===== src/hw/rtl/mpp_pkg.sv =====
`default_nettype none

package mpp_pkg;

  localparam int CHANNELS = 3;
  localparam int CFG_DATA_W = 16;
  localparam int WIDTH_W = 12;
  localparam int HEIGHT_W = 16;

  localparam logic [WIDTH_W-1:0] WIDTH_RESET = 12'd2048;
  localparam logic [HEIGHT_W-1:0] HEIGHT_RESET = 16'hFFFF;

  typedef logic [7:0] channel_t;
  // lane 0 is blue, lane 1 green, lane 2 red
  typedef logic [CHANNELS-1:0][7:0] pixel_t;
  typedef logic [CFG_DATA_W-1:0] cfg_data_t;

  typedef enum logic [1:0] {
    REG_DIRECTION = 2'd0,
    REG_WIDTH     = 2'd1,
    REG_HEIGHT    = 2'd2
  } cfg_index_t;

  localparam logic DIR_FORWARD = 1'b0;
  localparam logic DIR_INVERSE = 1'b1;

  typedef struct packed {
    channel_t res;   // residual or reconstruction
    channel_t orig;  // original pixel byte for the neighbor history
  } lane_out_t;

  typedef struct packed {
    pixel_t pix;
    logic   frame_end;
  } result_t;

endpackage

`default_nettype wire


===== src/hw/rtl/mpp_lane.sv =====
`default_nettype none

module mpp_lane (
  input  mpp_pkg::channel_t  sample,
  input  mpp_pkg::channel_t  left,
  input  mpp_pkg::channel_t  above,
  input  mpp_pkg::channel_t  upper_left,
  input  logic               edge_px,
  input  logic               direction,
  output mpp_pkg::lane_out_t lane_out
);
  import mpp_pkg::*;

  channel_t hi;
  channel_t lo;
  channel_t pred;
  channel_t sum;

  always_comb begin
    hi = (left > above) ? left : above;
    lo = (left > above) ? above : left;
    if (upper_left >= hi) begin
      pred = lo;
    end else if (upper_left <= lo) begin
      pred = hi;
    end else begin
      // gradient case stays between lo and hi, so eight bits suffice
      pred = left + above - upper_left;
    end

    if (direction == DIR_INVERSE) begin
      sum = sample + pred;
    end else begin
      sum = sample - pred;
    end

    if (edge_px) begin
      lane_out.res  = sample;
      lane_out.orig = sample;
    end else begin
      lane_out.res  = sum;
      lane_out.orig = (direction == DIR_INVERSE) ? sum : sample;
    end
  end

endmodule

`default_nettype wire


===== config.mk =====
export PLATFORM = sky130hd
export DESIGN_NAME = mpp_lane
export DESIGN_NICKNAME = d
export VERILOG_FILES = /design/src/hw/rtl/mpp_pkg.sv /design/src/hw/rtl/mpp_lane.sv
export SDC_FILE = /design/constraint.sdc
export NUM_CORES = 1
export LEC_CHECK = 0
export ABC_AREA = 1
export BUFFER_PORTS_ARGS = -buffer_cell sky130_fd_sc_hd__buf_2
export CAP_MARGIN = 20
export CORE_MARGIN = 2
export CORE_UTILIZATION = 55
export DETAILED_ROUTE_END_ITERATION = 12
export PLACE_DENSITY_LB_ADDON = 0.3
export SLEW_MARGIN = 20
export SYNTH_ARGS = -nofsm -noshare
export SYNTH_HDL_FRONTEND = slang
export SYNTH_SLANG_ARGS = --single-unit

===== constraint.sdc =====
create_clock -name vclk -period 6.3
set_clock_uncertainty 0.15 [all_clocks]
set_input_delay 0.315 -clock vclk [all_inputs]
set_output_delay 0.315 -clock vclk [all_outputs]
set_load 0.005 [all_outputs]

==> metrics.txt, run 1 <==
crit path max fanout 31; site row count 23; number of fill cells in the layout 404; Sum Neg Setup Slack 0 ps; WP data required 5830 ps; Final period util 88.9%; seq_cells 0; Ports 50; Die Span Y 67.3 µm; initial DRC count 119; via count 2,303; worst hold start sample[7]; max-slew violations 0; Final min period 5600 ps; Post-Layout Cell Count 461; sequential area share after synthesis 0%; Die ar. 4530 µm²; CP arrival 5140 ps; port bufs 50; GRT Residual Overflow 0; unrepaired setup endpoints after global routing no; slowest CP cell nand2_2; Hold WC Path Type in -> out; fmax 178 MHz; cell with the most instances after synthesis nand2_1; CP max stage delay 370 ps; Final ANT Viol Nets 0; Die Wd 67.3 µm; Layout Utilization 63.7%; register area 0 µm²; DRC 0; area share of the largest cell type after synthesis 21.0%; Hold EP lane_out[15]; antenna violations before repair 0; status finished, final reports clean; post-synth design cell area 2200 µm²; CLK BUF 0; crit path kind in -> out; global-route usage over all layers 22.9%; most used cell, CP inv_1; max cap viols 0; n_diodes 0; Hold Buf Count CTS 0; dpl cells 461; first-pass GRT wire length 8.38 mm; placed wire-length estimate 4.44 mm; CP endpoint kind output port; WL/cell 10.7 µm; Slew HR 68.6%; area delta synth->final 13.1%; Fin. Hold Viols 0; cells after synthesis 367; Synth cell types 32; Post-CTS Setup Bufs 0; WHS Path Cells 4; syn avg cell area 6.01 µm²; post_cts resized 0; VDD IR max 0.0937 mV; Slew @ Worst Pin 469 ps; largest net degree at the start of global routing 32; Placer Congestion 0.904; DRT Wirelength 4.95 mm; vias per inst 5.00; vias in the first global route 2,056; DR pass1 iterations 4; syn nets 446; fraction of layout cells with a size suffix above 1 18.5%; Core ar. 3910 µm²; initial core utilization 56.3%; synth top area cells ha_1 21%, nand2_1 16%, inv_1 12%, fa_1 7.3%, nand3_1 7.0%; nets@finish 492; Power Density 227 nW/µm²; synth warn 0; Pleak 1.50 nW; Setup Viol. Count Final 0; dominant cell type by area after synthesis ha_1; crit path launch type primary input; commonest cells in the netlist 95 x nand2_1, 71 x inv_1, 37 x ha_1, 31 x nand3_1, 27 x o21ai_0
==> cell type report <==
| type | count | area (µm²) | area share (%) |
|---|---|---|---|
| well taps | 50 | 62.6 | 2.51 |
| inverters | 72 | 270 | 10.8 |
| repair buffers | 50 | 250 | 10.0 |
| multi-input cells | 289 | 1910 | 76.6 |
==> kinds of logic after synthesis <==
family	share of synthesized area, %
and+or+nand+nor	37.2
adders and majority gates	28.3
AOI/OAI and AO/OA	13.6
buffers and inverters	13.5
xor gates and xnor gates	7.55
==> worst max path at each step <==
stage                         from           to  cells past startpoint
after floorplan           above[6]  lane_out[7]                     35
after global placement    above[6]  lane_out[7]                     34
after detailed placement  above[7]  lane_out[7]                     34
after CTS                 above[6]  lane_out[7]                     34
after global routing      above[7]  lane_out[7]                     33
final                     above[6]  lane_out[7]                     34
==> power breakdown <==
group          switching [W]  internal [W]  leakage (nW)
combinational       0.000337      0.000230          1.50
sequential                 0             0             0
clock                      0             0             0
total               0.000337      0.000230          1.50
==> metrics by stage <==
step	power, W	worst slack, ps	hold WS (ps)	cell area, µm²
finish	0.000567	698	787	2490
global route	0.000657	168	836	2490
CTS	0.000566	569	789	2490
detailed placement	0.000564	575	788	2490
global placement	0.000554	607	778	2490
floorplan	0.000434	1420	577	2200
==> routing by layer <==
layer  up-vias  routed length (µm)  GRT usage [%]  part of all wire [%]
li1       1259                   -              -                     -
met1      1004                2410           31.0                    49
met2        40                2360           42.3                    48
met3         0                 187          0.500                   3.8
met4         0                   0           1.02                     0
met5         -                   0              0                     0
==> cell usage in the layout, fill, tap and decap left out, types with 2 or more instances in the layout <==
cell type,synthesis,final
o21bai_1,2,2
nor2_1,19,19
xor2_1,11,11
or2_2,2,2
o21ai_0,27,27
inv_1,71,71
nand3_4,2,2
nand2_2,9,9
a211oi_1,3,3
xnor2_1,8,8
fa_1,8,8
o21ai_1,2,2
nand2_1,95,95
a21oi_1,17,17
ha_1,37,37
nand2_4,4,4
nand3_1,31,31
buf_2,3,50
==> critical path, delay by kind of cell <==
kind | cells | cell delay, ps
xor gates and xnor gates | 1 | 120
AOI/OAI and AO/OA | 6 | 950
buffers and inverters | 7 | 660
adders and majority gates | 3 | 880
and+or+nand+nor | 17 | 2190
Note: power is estimated with default switching activity, not from simulation.
==> run 2, diff against run 1 <==
Settings changed: CORE_ASPECT_RATIO set to 1.75.
==> run 2 against run 1 <==
- sequential share of layout area stayed put
- global-route usage is 0.27 points higher
- setup slack worse by 110 ps
- largest power group unchanged
==> metrics.txt, run 2 (synthesized netlist as in run 1, its figures left out) <==
status finished, final reports clean; met3 Usage GRT 0.512% (+0.012 points); WL/cell 10.5 µm (-1.9%); DRC 0 (unchanged); Final min period 5710 ps (+108 ps); max cap viols 0 (unchanged); Slew HR 70.1% (+1.5 points); Setup Viol. Count Final 0 (unchanged); CP endpoint kind output port; Die Span Y 87.8 µm (+30%); via count 2,311 (+0.35%); Final period util 90.6% (+1.7 points); seq_cells 0 (unchanged); fraction of layout cells with a size suffix above 1 18.5% (unchanged); vias in the first global route 2,166 (+5.4%); Die Wd 51.9 µm (-23%); WP data required 5830 ps (about the same); crit path launch type primary input; fmax 175 MHz (-1.9%); register area 0 µm² (unchanged); initial core utilization 57.0% (+0.69 points); Hold Buf Count CTS 0 (unchanged); antenna violations before repair 0 (unchanged); Sum Neg Setup Slack 0 ps (unchanged); nets@finish 492 (unchanged); most common cell after layout, fill and taps aside nand2_1; global-route usage over all layers 23.1% (+0.27 points); Design Power 0.000558 W (-1.5%); Core ar. 3870 µm² (-1.2%); DRT Wirelength 4.84 mm (-2.3%); CLK BUF 0 (unchanged); unrepaired setup endpoints after global routing no; initial DRC count 18 (-85%); port bufs 50 (unchanged); max-slew violations 0 (unchanged); GRT Residual Overflow 0 (unchanged); CP arrival 5250 ps (+110 ps); Pleak 1.50 nW (unchanged); site row count 30 (+30%); CP max stage delay 390 ps (+20 ps); Fin. Hold Viols 0 (unchanged); Slew @ Worst Pin 447 ps (-22.0 ps); Hold WC Path Type in -> out; Die ar. 4550 µm² (+0.45%); area delta synth->final 12.9%; VDD IR max 0.126 mV (+34%); first-pass GRT wire length 8.56 mm (+2.1%); most frequent cells in the layout 95 x nand2_1, 71 x inv_1, 50 x buf_2; Placer Congestion 0.886 (-2.0%); GRT met1 Usage 22.4% (-8.6 points); vias per inst 5.03 (+0.78%); crit path kind in -> out; most used cell, CP nand2_1; placed wire-length estimate 4.50 mm (+1.4%); n_diodes 0 (unchanged); Final ANT Viol Nets 0 (unchanged); slowest CP cell and3_2; largest net degree at the start of global routing 32 (unchanged); Placed Area 2490 µm² (-0.10%); Ports 50 (unchanged); met2 usage 51.1% (+8.8 points); crit path max fanout 31 (unchanged); Layout Utilization 64.4% (+0.72 points); busiest grt layer met2; DR pass1 iterations 4 (unchanged); final instance area 2490 µm² (-0.10%); Power Density 224 nW/µm² (-1.4%)
## run 2: final cells by class
class | count | area [µm²]
inverter | 72 | 270
timing repair buffer | 50 | 250
tap | 48 | 60.1
multi-input combinational | 289 | 1910
fill | 399 | 1380
## run 2: stage by stage
| step | worst slack (ps) | hold WS, ps | cells |
|---|---|---|---|
| final | 590 | 790 | 459 |
| after global placement | 489 | 782 | 459 |
| after CTS | 395 | 791 | 459 |
| after global routing | 48.5 | 819 | 459 |
| after floorplan | 1420 | 577 | 367 |
| after detailed placement | 406 | 790 | 459 |
## run 2: path summary, 6_finish.rpt
check                          end       from  cells after the start
worst max-delay path  lane_out[15]   above[6]                     35
worst min-delay path  lane_out[15]  sample[7]                      4
## run 2: per-layer routing
layer,up-vias,part of all wire (%)
li1,1250,-
met1,1007,39
met2,46,57
met3,8,2.2
met4,0,1.7
met5,-,0
## run 2: power by group
group / total, W / internal (W) / switching [W]
Combinational: 0.000558 / 0.000229 / 0.000330
Clock: 0 / 0 / 0
Sequential: 0 / 0 / 0
## run 2: critical path, delay by kind of cell
family	cells	cell delay, ps
xor gates and xnor gates	1	110
AOI/OAI and AO/OA	6	1000
and+or+nand+nor	18	2190
buffers and inverters	7	690
adders and majority gates	3	880
## run 2: what timing repair did
action / 4_1_cts / 5_1_grt
endpoints found under the setup margin: 0 / 2
buffers inserted: 0 / 0
gates resized for setup: 0 / 1
