$ cat src/hw/rtl/mpp_pkg.sv
`default_nettype none

package mpp_pkg;

  localparam int CHANNELS = 3;
  localparam int CFG_DATA_W = 16;
  localparam int WIDTH_W = 12;
  localparam int HEIGHT_W = 16;

  localparam logic [WIDTH_W-1:0] WIDTH_RESET = 12'd2048;
  localparam logic [HEIGHT_W-1:0] HEIGHT_RESET = 16'hFFFF;

  typedef logic [7:0] channel_t;
  // lane 0 is blue, lane 1 green, lane 2 red
  typedef logic [CHANNELS-1:0][7:0] pixel_t;
  typedef logic [CFG_DATA_W-1:0] cfg_data_t;

  typedef enum logic [1:0] {
    REG_DIRECTION = 2'd0,
    REG_WIDTH     = 2'd1,
    REG_HEIGHT    = 2'd2
  } cfg_index_t;

  localparam logic DIR_FORWARD = 1'b0;
  localparam logic DIR_INVERSE = 1'b1;

  typedef struct packed {
    channel_t res;   // residual or reconstruction
    channel_t orig;  // original pixel byte for the neighbor history
  } lane_out_t;

  typedef struct packed {
    pixel_t pix;
    logic   frame_end;
  } result_t;

endpackage

`default_nettype wire

$ cat src/hw/rtl/mpp_merge.sv
`default_nettype none

module mpp_merge (
  input  logic                          clk,
  input  logic                          rst,
  input  logic                          in_fire,
  input  mpp_pkg::lane_out_t [2:0]      lane_res,
  input  logic                          last_px,
  input  logic                          out_ready,
  output logic                          out_valid,
  output mpp_pkg::result_t              out_word,
  output logic                          in_ready
);
  import mpp_pkg::*;

  result_t word_in;
  result_t skid;
  logic    skid_valid;

  always_comb begin
    for (int i = 0; i < CHANNELS; i++) begin
      word_in.pix[i] = lane_res[i].res;
    end
    word_in.frame_end = last_px;
  end

  assign in_ready = ~skid_valid;

  always_ff @(posedge clk) begin
    if (rst) begin
      out_valid  <= 1'b0;
      skid_valid <= 1'b0;
    end else if (!out_valid || out_ready) begin
      if (skid_valid) begin
        out_word   <= skid;
        out_valid  <= 1'b1;
        skid_valid <= 1'b0;
      end else begin
        out_word  <= word_in;
        out_valid <= in_fire;
      end
    end else if (in_fire) begin
      // output is stalled, park the new word
      skid       <= word_in;
      skid_valid <= 1'b1;
    end
  end

endmodule

`default_nettype wire

$ cat config.mk
export PLATFORM = sky130hd
export DESIGN_NAME = mpp_merge
export DESIGN_NICKNAME = d
export VERILOG_FILES = /design/src/hw/rtl/mpp_pkg.sv /design/src/hw/rtl/mpp_merge.sv
export SDC_FILE = /design/constraint.sdc
export NUM_CORES = 1
export LEC_CHECK = 0
export BUFFER_PORTS_ARGS = -buffer_cell sky130_fd_sc_hd__buf_2
export CORE_MARGIN = 3
export CORE_UTILIZATION = 25
export DETAILED_ROUTE_END_ITERATION = 12
export GPL_TIMING_DRIVEN = 0
export HOLD_SLACK_MARGIN = 0.08
export PLACE_DENSITY = 0.51
export SLEW_MARGIN = 20
export SYNTH_ARGS = -nofsm -noshare
export SYNTH_HDL_FRONTEND = slang
export SYNTH_SLANG_ARGS = --single-unit
$ cat constraint.sdc
create_clock -name clk -period 4.35 [get_ports clk]
set_clock_uncertainty 0.15 [all_clocks]
set_input_delay 0.6525 -clock clk [delete_from_list [all_inputs] [get_ports clk]]
set_output_delay 0.6525 -clock clk [all_outputs]
set_load 0.02 [all_outputs]
==> run summary, run 1 <==
YOSYS
-------------------------------------------------------------------------------------
Syn nets                                                                          140
Top post-synthesis cells by area                                         sky130_fd_sc_hd__edfxtp_1 76%, sky130_fd_sc_hd__mux2_4 14%, sky130_fd_sc_hd__mux2_2 4.0%
Commonest register cell after synthesis                                  sky130_fd_sc_hd__edfxtp_1
Leading area contributor after synthesis                                 sky130_fd_sc_hd__edfxtp_1
Cell with the most instances after synthesis                             sky130_fd_sc_hd__edfxtp_1
Number of synthesized register bits                                                52
Cell variety after synth                                                           13
Async S/R FF share, synth                                                          0%
Post-synth top area share                                                      75.85%
Number of warning messages in the yosys log                                         0
Synthesized area per cell                                                   22.75 um2
Number of synthesized flops with an enable pin                                     50
Part of the Yosys area used for sequential elements                            77.88%
Cell area after technology mapping                                           1979 um2
Synth Instances                                                                    87
Most used standard cells in the synthesized netlist                      50 x sky130_fd_sc_hd__edfxtp_1, 18 x sky130_fd_sc_hd__mux2_4, 7 x sky130_fd_sc_hd__mux2_2, 2 x sky130_fd_sc_hd__buf_12, 2 x sky130_fd_sc_hd__dfxtp_1

CLOCKING
-------------------------------------------------------------------------------------
Number of buffers on the longest clock path                                         2
Clock root cell                                                          sky130_fd_sc_hd__clkbuf_8
Post-CTS Hold Fix Bufs                                                              0
Postcts setup bufs                                                                  0
Clock network latency to the later pin of the worst-skew pair                 0.29 ns
Clk sinks                                                                          52
Clock buffer count from CTS                                                         5
Clock-pin slew of the registers on the worst-case setup and hold paths        0.08 ns
Level count of the clock H-tree                                                     2
Number of gates resized after cts                                                   0
CTS tree                                                                        built

POWER AND IR DROP
-------------------------------------------------------------------------------------
VDD IR-drop max                                                              120.3 uV
Part of the total power dissipated in sequential elements                       62.9%
Static Leak                                                                 0.9524 nW
Clk pwr share                                                                   27.6%
Share of total power consumed by net switching                                 21.31%
Int Pwr                                                                   0.0007201 W
Total power density per cell area                                        366.6 nW/um2
Net load switching power                                                  0.0001950 W
Share of total power in combinational logic                                      9.5%

GLOBAL ROUTING
-------------------------------------------------------------------------------------
Vias in the first global route                                                  1,050
Grt total ovfl                                                                      0
Number of antenna violations at the first check in global routing                   0
Total routing resource utilization after global routing                        7.938%
Largest net degree at the start of global routing                                  26
First-pass GRT wire length                                                    5313 um

PLACE
-------------------------------------------------------------------------------------
Cells after DPL                                                                   244
Hpwl dp                                                                       2638 um
Place WS                                                                     2.197 ns
IO Port Bufs                                                                       55
Placer congestion estimate                                                     0.5911

WORST SETUP PATH
-------------------------------------------------------------------------------------
Classification of the worst setup path                                        reg2out
Arrival @ worst endpoint                                                      1.14 ns
Critical path peak fanout                                                          10
Data required time at the worst endpoint                                      3.55 ns
Crit end category                                                        primary output
Slack of the worst reg-to-reg path                                            2.69 ns
Startpoint type of the worst setup path                                     flip-flop

TIMING
-------------------------------------------------------------------------------------
Post-route fraction of the period consumed by the critical path                44.57%
Final count of pins violating max slew                                              0
Setup-failing EPs final                                                             0
Fin. Hold Viols                                                                     0
Total Negative Setup Slacks                                                      0 ns
Remaining max-slew budget at the tightest pin                                  49.36%
Minimum clock period                                                         1.939 ns
Setup repair after global routing missed its margin                             false
Highest achievable clock rate                                               515.8 MHz
Least-Margin Pin Slew                                                       0.7580 ns
Final Worst Setup Slack                                                      2.411 ns

ROUTE
-------------------------------------------------------------------------------------
Count of vias placed by the detailed router                                       989
Number of design rule violations left after detail routing                          0
DRT Pass-1 Iters                                                                    4
DRT antenna net count                                                               0
Detailed Route Iter0 Violations                                                    23
Number of vias per cell after detailed routing                                  3.925
Avg WL per Cell                                                              13.93 um
Wire length reported by the detailed router                                   3510 um

CELLS AND AREA
-------------------------------------------------------------------------------------
Antenna cells                                                                       0
Ratio of cells with drive above 1 in the final layout                          62.09%
Net total in the final layout                                                     205
Post-synthesis to final-layout area growth                                     26.11%
Final cell count without fillers                                                  252

RUN
-------------------------------------------------------------------------------------
Max-cap check violation count                                                       0

FLOORPLAN
-------------------------------------------------------------------------------------
Initial Util                                                                   26.58%
Floorplan row count                                                                31
Area inside the core boundary                                                7447 um2
Boundary Pins                                                                      80
Chip width                                                                   94.98 um
Die Area                                                                     9021 um2
DIE HEIGHT                                                                   94.98 um

MIN PATH
-------------------------------------------------------------------------------------
Path class of the lowest-slack min-delay path                                  in2reg

RUN STATUS
-------------------------------------------------------------------------------------
Status                                                                      completed

[registers in the layout, summed over array words and instances, names as in the netlist]
signal / cells
out_word: 25
skid: 25
out_valid: 1
skid_valid: 1
[area by class of cell]
cell class / instances / area [um2]
Fill cell: 757 / 4951
Sequential cell: 52 / 1541
Multi-Input combinational cell: 31 / 395.4
Timing Repair Buffer: 58 / 297.8
Tap cell: 99 / 123.9
Clock buffer: 5 / 68.82
Buffer: 3 / 51.30
Clock inverter: 3 / 13.76
Inverter: 1 / 3.754
[kinds of logic (layout without fill, tap and decap cells)]
family	after synthesis	in the layout	synth area share (%)
flip-flops	52	52	77.88
multiplexers	25	25	17.64
AND/OR/NAND/NOR	5	5	1.454
buffers and inverters	4	70	2.781
AO/OA/AOI/OAI	1	1	0.2526
[layer usage]
| layer | GRT usage [%] | up-vias | wire length [um] |
|---|---|---|---|
| met2 | 14.03 | 40 | 1778 |
| met3 | 2.948 | 5 | 248 |
| li1 | - | 464 | - |
| met5 | 0 | - | 0 |
| met1 | 8.803 | 480 | 1442 |
| met4 | 2.524 | 0 | 40 |
[power by group through the flow]
stage	Combinational, W	Clock [W]	Sequential (W)
final	0.0000873	0.000253	0.000575
after global routing	0.0000946	0.000289	0.000577
after CTS	0.0000896	0.000269	0.000576
after detailed placement	0.0000894	0	0.000587
after global placement	0.0000851	0	0.000587
after floorplan	0.0000305	0	0.000608
[placed cells by master, fill, tap and decap left out]
| cell type | netlist | routed |
|---|---|---|
| sky130_fd_sc_hd__clkinv_2 | 0 | 2 |
| sky130_fd_sc_hd__nor2_1 | 1 | 1 |
| sky130_fd_sc_hd__buf_12 | 2 | 2 |
| sky130_fd_sc_hd__mux2_2 | 7 | 7 |
| sky130_fd_sc_hd__dfxtp_1 | 2 | 2 |
| sky130_fd_sc_hd__nor3b_2 | 0 | 1 |
| sky130_fd_sc_hd__inv_1 | 1 | 1 |
| sky130_fd_sc_hd__nand2b_1 | 1 | 1 |
| sky130_fd_sc_hd__nor3_1 | 1 | 1 |
| sky130_fd_sc_hd__buf_4 | 0 | 3 |
| sky130_fd_sc_hd__clkinv_1 | 0 | 1 |
| sky130_fd_sc_hd__mux2_4 | 18 | 18 |
| sky130_fd_sc_hd__edfxtp_1 | 50 | 50 |
| sky130_fd_sc_hd__a21oi_1 | 1 | 1 |
| sky130_fd_sc_hd__clkbuf_8 | 0 | 5 |
| sky130_fd_sc_hd__buf_2 | 0 | 55 |
| sky130_fd_sc_hd__nor2b_4 | 0 | 1 |
| sky130_fd_sc_hd__buf_6 | 1 | 1 |
[path summary, 6_finish.rpt]
| check | to | from | depth (start not counted) |
|---|---|---|---|
| max reg2reg | out_word[4]$_DFFE_PP_ | out_valid$_SDFFE_PP0P_ | 2 |
| max | in_ready | skid_valid$_SDFFE_PP0P_ | 4 |
| min reg2reg | out_word[17]$_DFFE_PP_ | skid[17]$_DFFE_PP_ | 1 |
| min | skid[21]$_DFFE_PP_ | lane_res[44] | 1 |
[through the flow]
| stage | hold slack (ns) | total power [W] | util (%) | cell area [um2] |
|---|---|---|---|---|
| finish | 0.3961 | 0.0009152 | 33.52 | 2496 |
| global route | 0.3749 | 0.0009611 | 33.52 | 2496 |
| CTS | 0.3782 | 0.0009348 | 33.52 | 2496 |
| detailed placement | 0.3849 | 0.0006768 | 32.41 | 2414 |
| global placement | 0.3690 | 0.0006725 | 31.94 | 2379 |
| floorplan | 0.3731 | 0.0006382 | - | 1979 |
[worst max-delay path, cell delays in order (launching register included)]
cell                      delay, ns
sky130_fd_sc_hd__dfxtp_1       0.33
sky130_fd_sc_hd__buf_6         0.16
sky130_fd_sc_hd__buf_12        0.16
sky130_fd_sc_hd__inv_1         0.04
sky130_fd_sc_hd__buf_2         0.15
No activity file was read; power rests on OpenSTA's default activity.
==> run 2, diff against run 1 <==
--- a/config.mk
+++ b/config.mk
@@ -11,7 +11,7 @@
 export DETAILED_ROUTE_END_ITERATION = 12
 export GPL_TIMING_DRIVEN = 0
 export HOLD_SLACK_MARGIN = 0.08
-export PLACE_DENSITY = 0.51
+export PLACE_DENSITY = 0.53
 export SLEW_MARGIN = 20
 export SYNTH_ARGS = -nofsm -noshare
 export SYNTH_HDL_FRONTEND = slang
==> constraint.sdc (replaced) <==
create_clock -name clk -period 1.63 [get_ports clk]
set_clock_uncertainty 0.15 [all_clocks]
set_input_delay 0.2445 -clock clk [delete_from_list [all_inputs] [get_ports clk]]
set_output_delay 0.2445 -clock clk [all_outputs]
set_load 0.02 [all_outputs]
==> run 2 against run 1 <==
First-iteration DRC count up 43%. Power rose to 2.7 times the previous value. Register-to-register slack worse by 2.5 ns. Via count is 7.6% higher. Utilization is 3.9 points higher. Routed wire length rose by 5.4%. Critical path depth unchanged. Clock power grew to 2.7 times the previous value. Critical endpoint unchanged.
==> run summary, run 2 (synthesized netlist as in run 1, its figures left out) <==
WORST SETUP PATH
-------------------------------------------------------------------------------------
Arrival @ worst endpoint                                                      1.12 ns
Series of cell instances along the critical path                         buf_6, buf_12, inv_1, buf_2
Number of buffer and inverter instances along the worst setup path                  4
Max stage delay on crit path                                                  0.33 ns
Critical path peak fanout                                                          10
Gate family responsible for the most delay along the worst path          buffers and inverters
Crit end category                                                        primary output
Classification of the worst setup path                                        reg2out
Startpoint type of the worst setup path                                     flip-flop
Cell at the slowest stage of the critical path                           sky130_fd_sc_hd__dfxtp_1
Data required time at the worst endpoint                                      1.24 ns

FLOORPLAN
-------------------------------------------------------------------------------------
Area inside the core boundary                                                7447 um2
Die Area                                                                     9021 um2
Floorplan row count                                                                31
Initial Util                                                                   26.58%
Chip width                                                                   94.98 um
DIE HEIGHT                                                                   94.98 um
Boundary Pins                                                                      80

GLOBAL ROUTING
-------------------------------------------------------------------------------------
Vias in the first global route                                                  1,140
First-pass GRT wire length                                                    5664 um
Largest net degree at the start of global routing                                  16
Number of antenna violations at the first check in global routing                   0
Total routing resource utilization after global routing                        8.413%
Grt total ovfl                                                                      0

RUN STATUS
-------------------------------------------------------------------------------------
Status                                                                      completed

CELLS AND AREA
-------------------------------------------------------------------------------------
Multi-input logic area                                                      422.9 um2
Most common cell after layout, fill and taps aside                       sky130_fd_sc_hd__buf_2
Filler cell count                                                                 717
Antenna cells                                                                       0
Leading cell types in the layout, fill and taps excluded                 55 x sky130_fd_sc_hd__buf_2, 50 x sky130_fd_sc_hd__edfxtp_1, 25 x sky130_fd_sc_hd__dlygate4sd3_1
Ratio of cells with drive above 1 in the final layout                          54.49%
Biggest regs                                                             out_word (25), skid (25)
Final cell count without fillers                                                  277
Net total in the final layout                                                     231
FF/Latch Area                                                                1545 um2
Post-synthesis to final-layout area growth                                     40.64%

ROUTE
-------------------------------------------------------------------------------------
Number of vias per cell after detailed routing                                  3.841
Detailed-routed wire length on met2                                           1769 um
Max Used Layer                                                                   met4
DRT antenna net count                                                               0
WL met3                                                                        270 um
Count of vias placed by the detailed router                                     1,064
Detailed Route Iter0 Violations                                                    33
Number of design rule violations left after detail routing                          0
Routed metal-1 wire length                                                    1651 um
Avg WL per Cell                                                              13.35 um
DRT Pass-1 Iters                                                                    3
Wire length reported by the detailed router                                   3699 um

CLOCKING
-------------------------------------------------------------------------------------
Number of buffers on the longest clock path                                         2
CTS tree                                                                        built
Level count of the clock H-tree                                                     2
Clk sinks                                                                          52
Clock network latency to the later pin of the worst-skew pair                 0.29 ns
Clock-pin slew of the registers on the worst-case setup and hold paths        0.08 ns
Clock root cell                                                          sky130_fd_sc_hd__clkbuf_8
Clock buffer count from CTS                                                         5

TIMING
-------------------------------------------------------------------------------------
Setup repair after global routing missed its margin                             false
Total Negative Setup Slacks                                                      0 ns
Post-route fraction of the period consumed by the critical path                92.92%
Remaining max-slew budget at the tightest pin                                  71.39%
Fin. Hold Viols                                                                     0
Final count of pins violating max slew                                              0
Highest achievable clock rate                                               660.2 MHz
Least-Margin Pin Slew                                                       0.4283 ns
Setup-failing EPs final                                                             0
Minimum clock period                                                         1.515 ns

POWER AND IR DROP
-------------------------------------------------------------------------------------
Static Leak                                                                  1.076 nW
VDD IR-drop max                                                              308.8 uV
Total power density per cell area                                        899.8 nW/um2

PLACE
-------------------------------------------------------------------------------------
IO Port Bufs                                                                       55
Placer congestion estimate                                                     0.6257
Hpwl dp                                                                       2593 um
Cells after DPL                                                                   243

MIN PATH
-------------------------------------------------------------------------------------
Path class of the lowest-slack min-delay path                                  in2reg

RUN
-------------------------------------------------------------------------------------
Max-cap check violation count                                                       0

## run 2: final timing paths
kind                                         startpoint                endpoint  slack, ns  cells past startpoint
worst max-delay path            skid_valid$_SDFFE_PP0P_                in_ready       0.12                      4
worst min-delay path                            in_fire  out_valid$_SDFFE_PP0P_        0.1                      3
worst max register to register   out_valid$_SDFFE_PP0P_      skid[24]$_DFFE_PP_       0.15                      4
worst min register to register        skid[9]$_DFFE_PP_   out_word[9]$_DFFE_PP_       0.41                      1
## run 2: cell type report
type	count	area share (%)
Buffer	3	1.843
Clock buffer	5	2.472
Clock inverter	2	0.4494
Inverter	1	0.1348
Multi-Input combinational cell	32	15.19
Sequential cell	52	55.51
Tap cell	99	4.449
Timing Repair Buffer	83	19.96
## run 2: routing by layer
layer  track usage (%)  vias to the layer above
met5                 0                        -
met4             2.524                        0
met3             3.108                        2
met2             13.51                       39
met1             10.59                      506
li1                  -                      517
## run 2: stage by stage
step / util [%] / total power, W / hold slack (ns) / setup slack (ns) / cell area [um2]
after floorplan: - / 0.001706 / 0.1539 / -0.1017 / 2004
after global placement: 32.27 / 0.001799 / 0.2873 / -0.4780 / 2404
after detailed placement: 32.64 / 0.001810 / 0.2888 / -0.2380 / 2431
after CTS: 37.32 / 0.002554 / 0.08232 / 0.02314 / 2779
after global routing: 37.38 / 0.002625 / 0.09525 / 0.02802 / 2784
final: 37.38 / 0.002505 / 0.09868 / 0.1154 / 2784
## run 2: worst register-to-register path, stage by stage (launching register included)
cell and delay (ns):
sky130_fd_sc_hd__dfxtp_4 0.36, sky130_fd_sc_hd__nand2b_4 0.09, sky130_fd_sc_hd__nor3b_4 0.24, sky130_fd_sc_hd__buf_6 0.19
sky130_fd_sc_hd__buf_6 0.16
## run 2: power breakdown
part	internal [W]	switching, W
registers	0.00152	0.0000130
logic	0.000151	0.000139
clock network	0.000292	0.000387
total	0.00197	0.000540
## run 2: repair_timing
item,4_1_cts,5_1_grt
cloned,1,0
gates resized for setup,0,1
pin swaps,1,0
endpoints found under the setup margin,34,12
hold buffers,25,0
buffers inserted,1,0
endpoints found under the hold margin,25,0
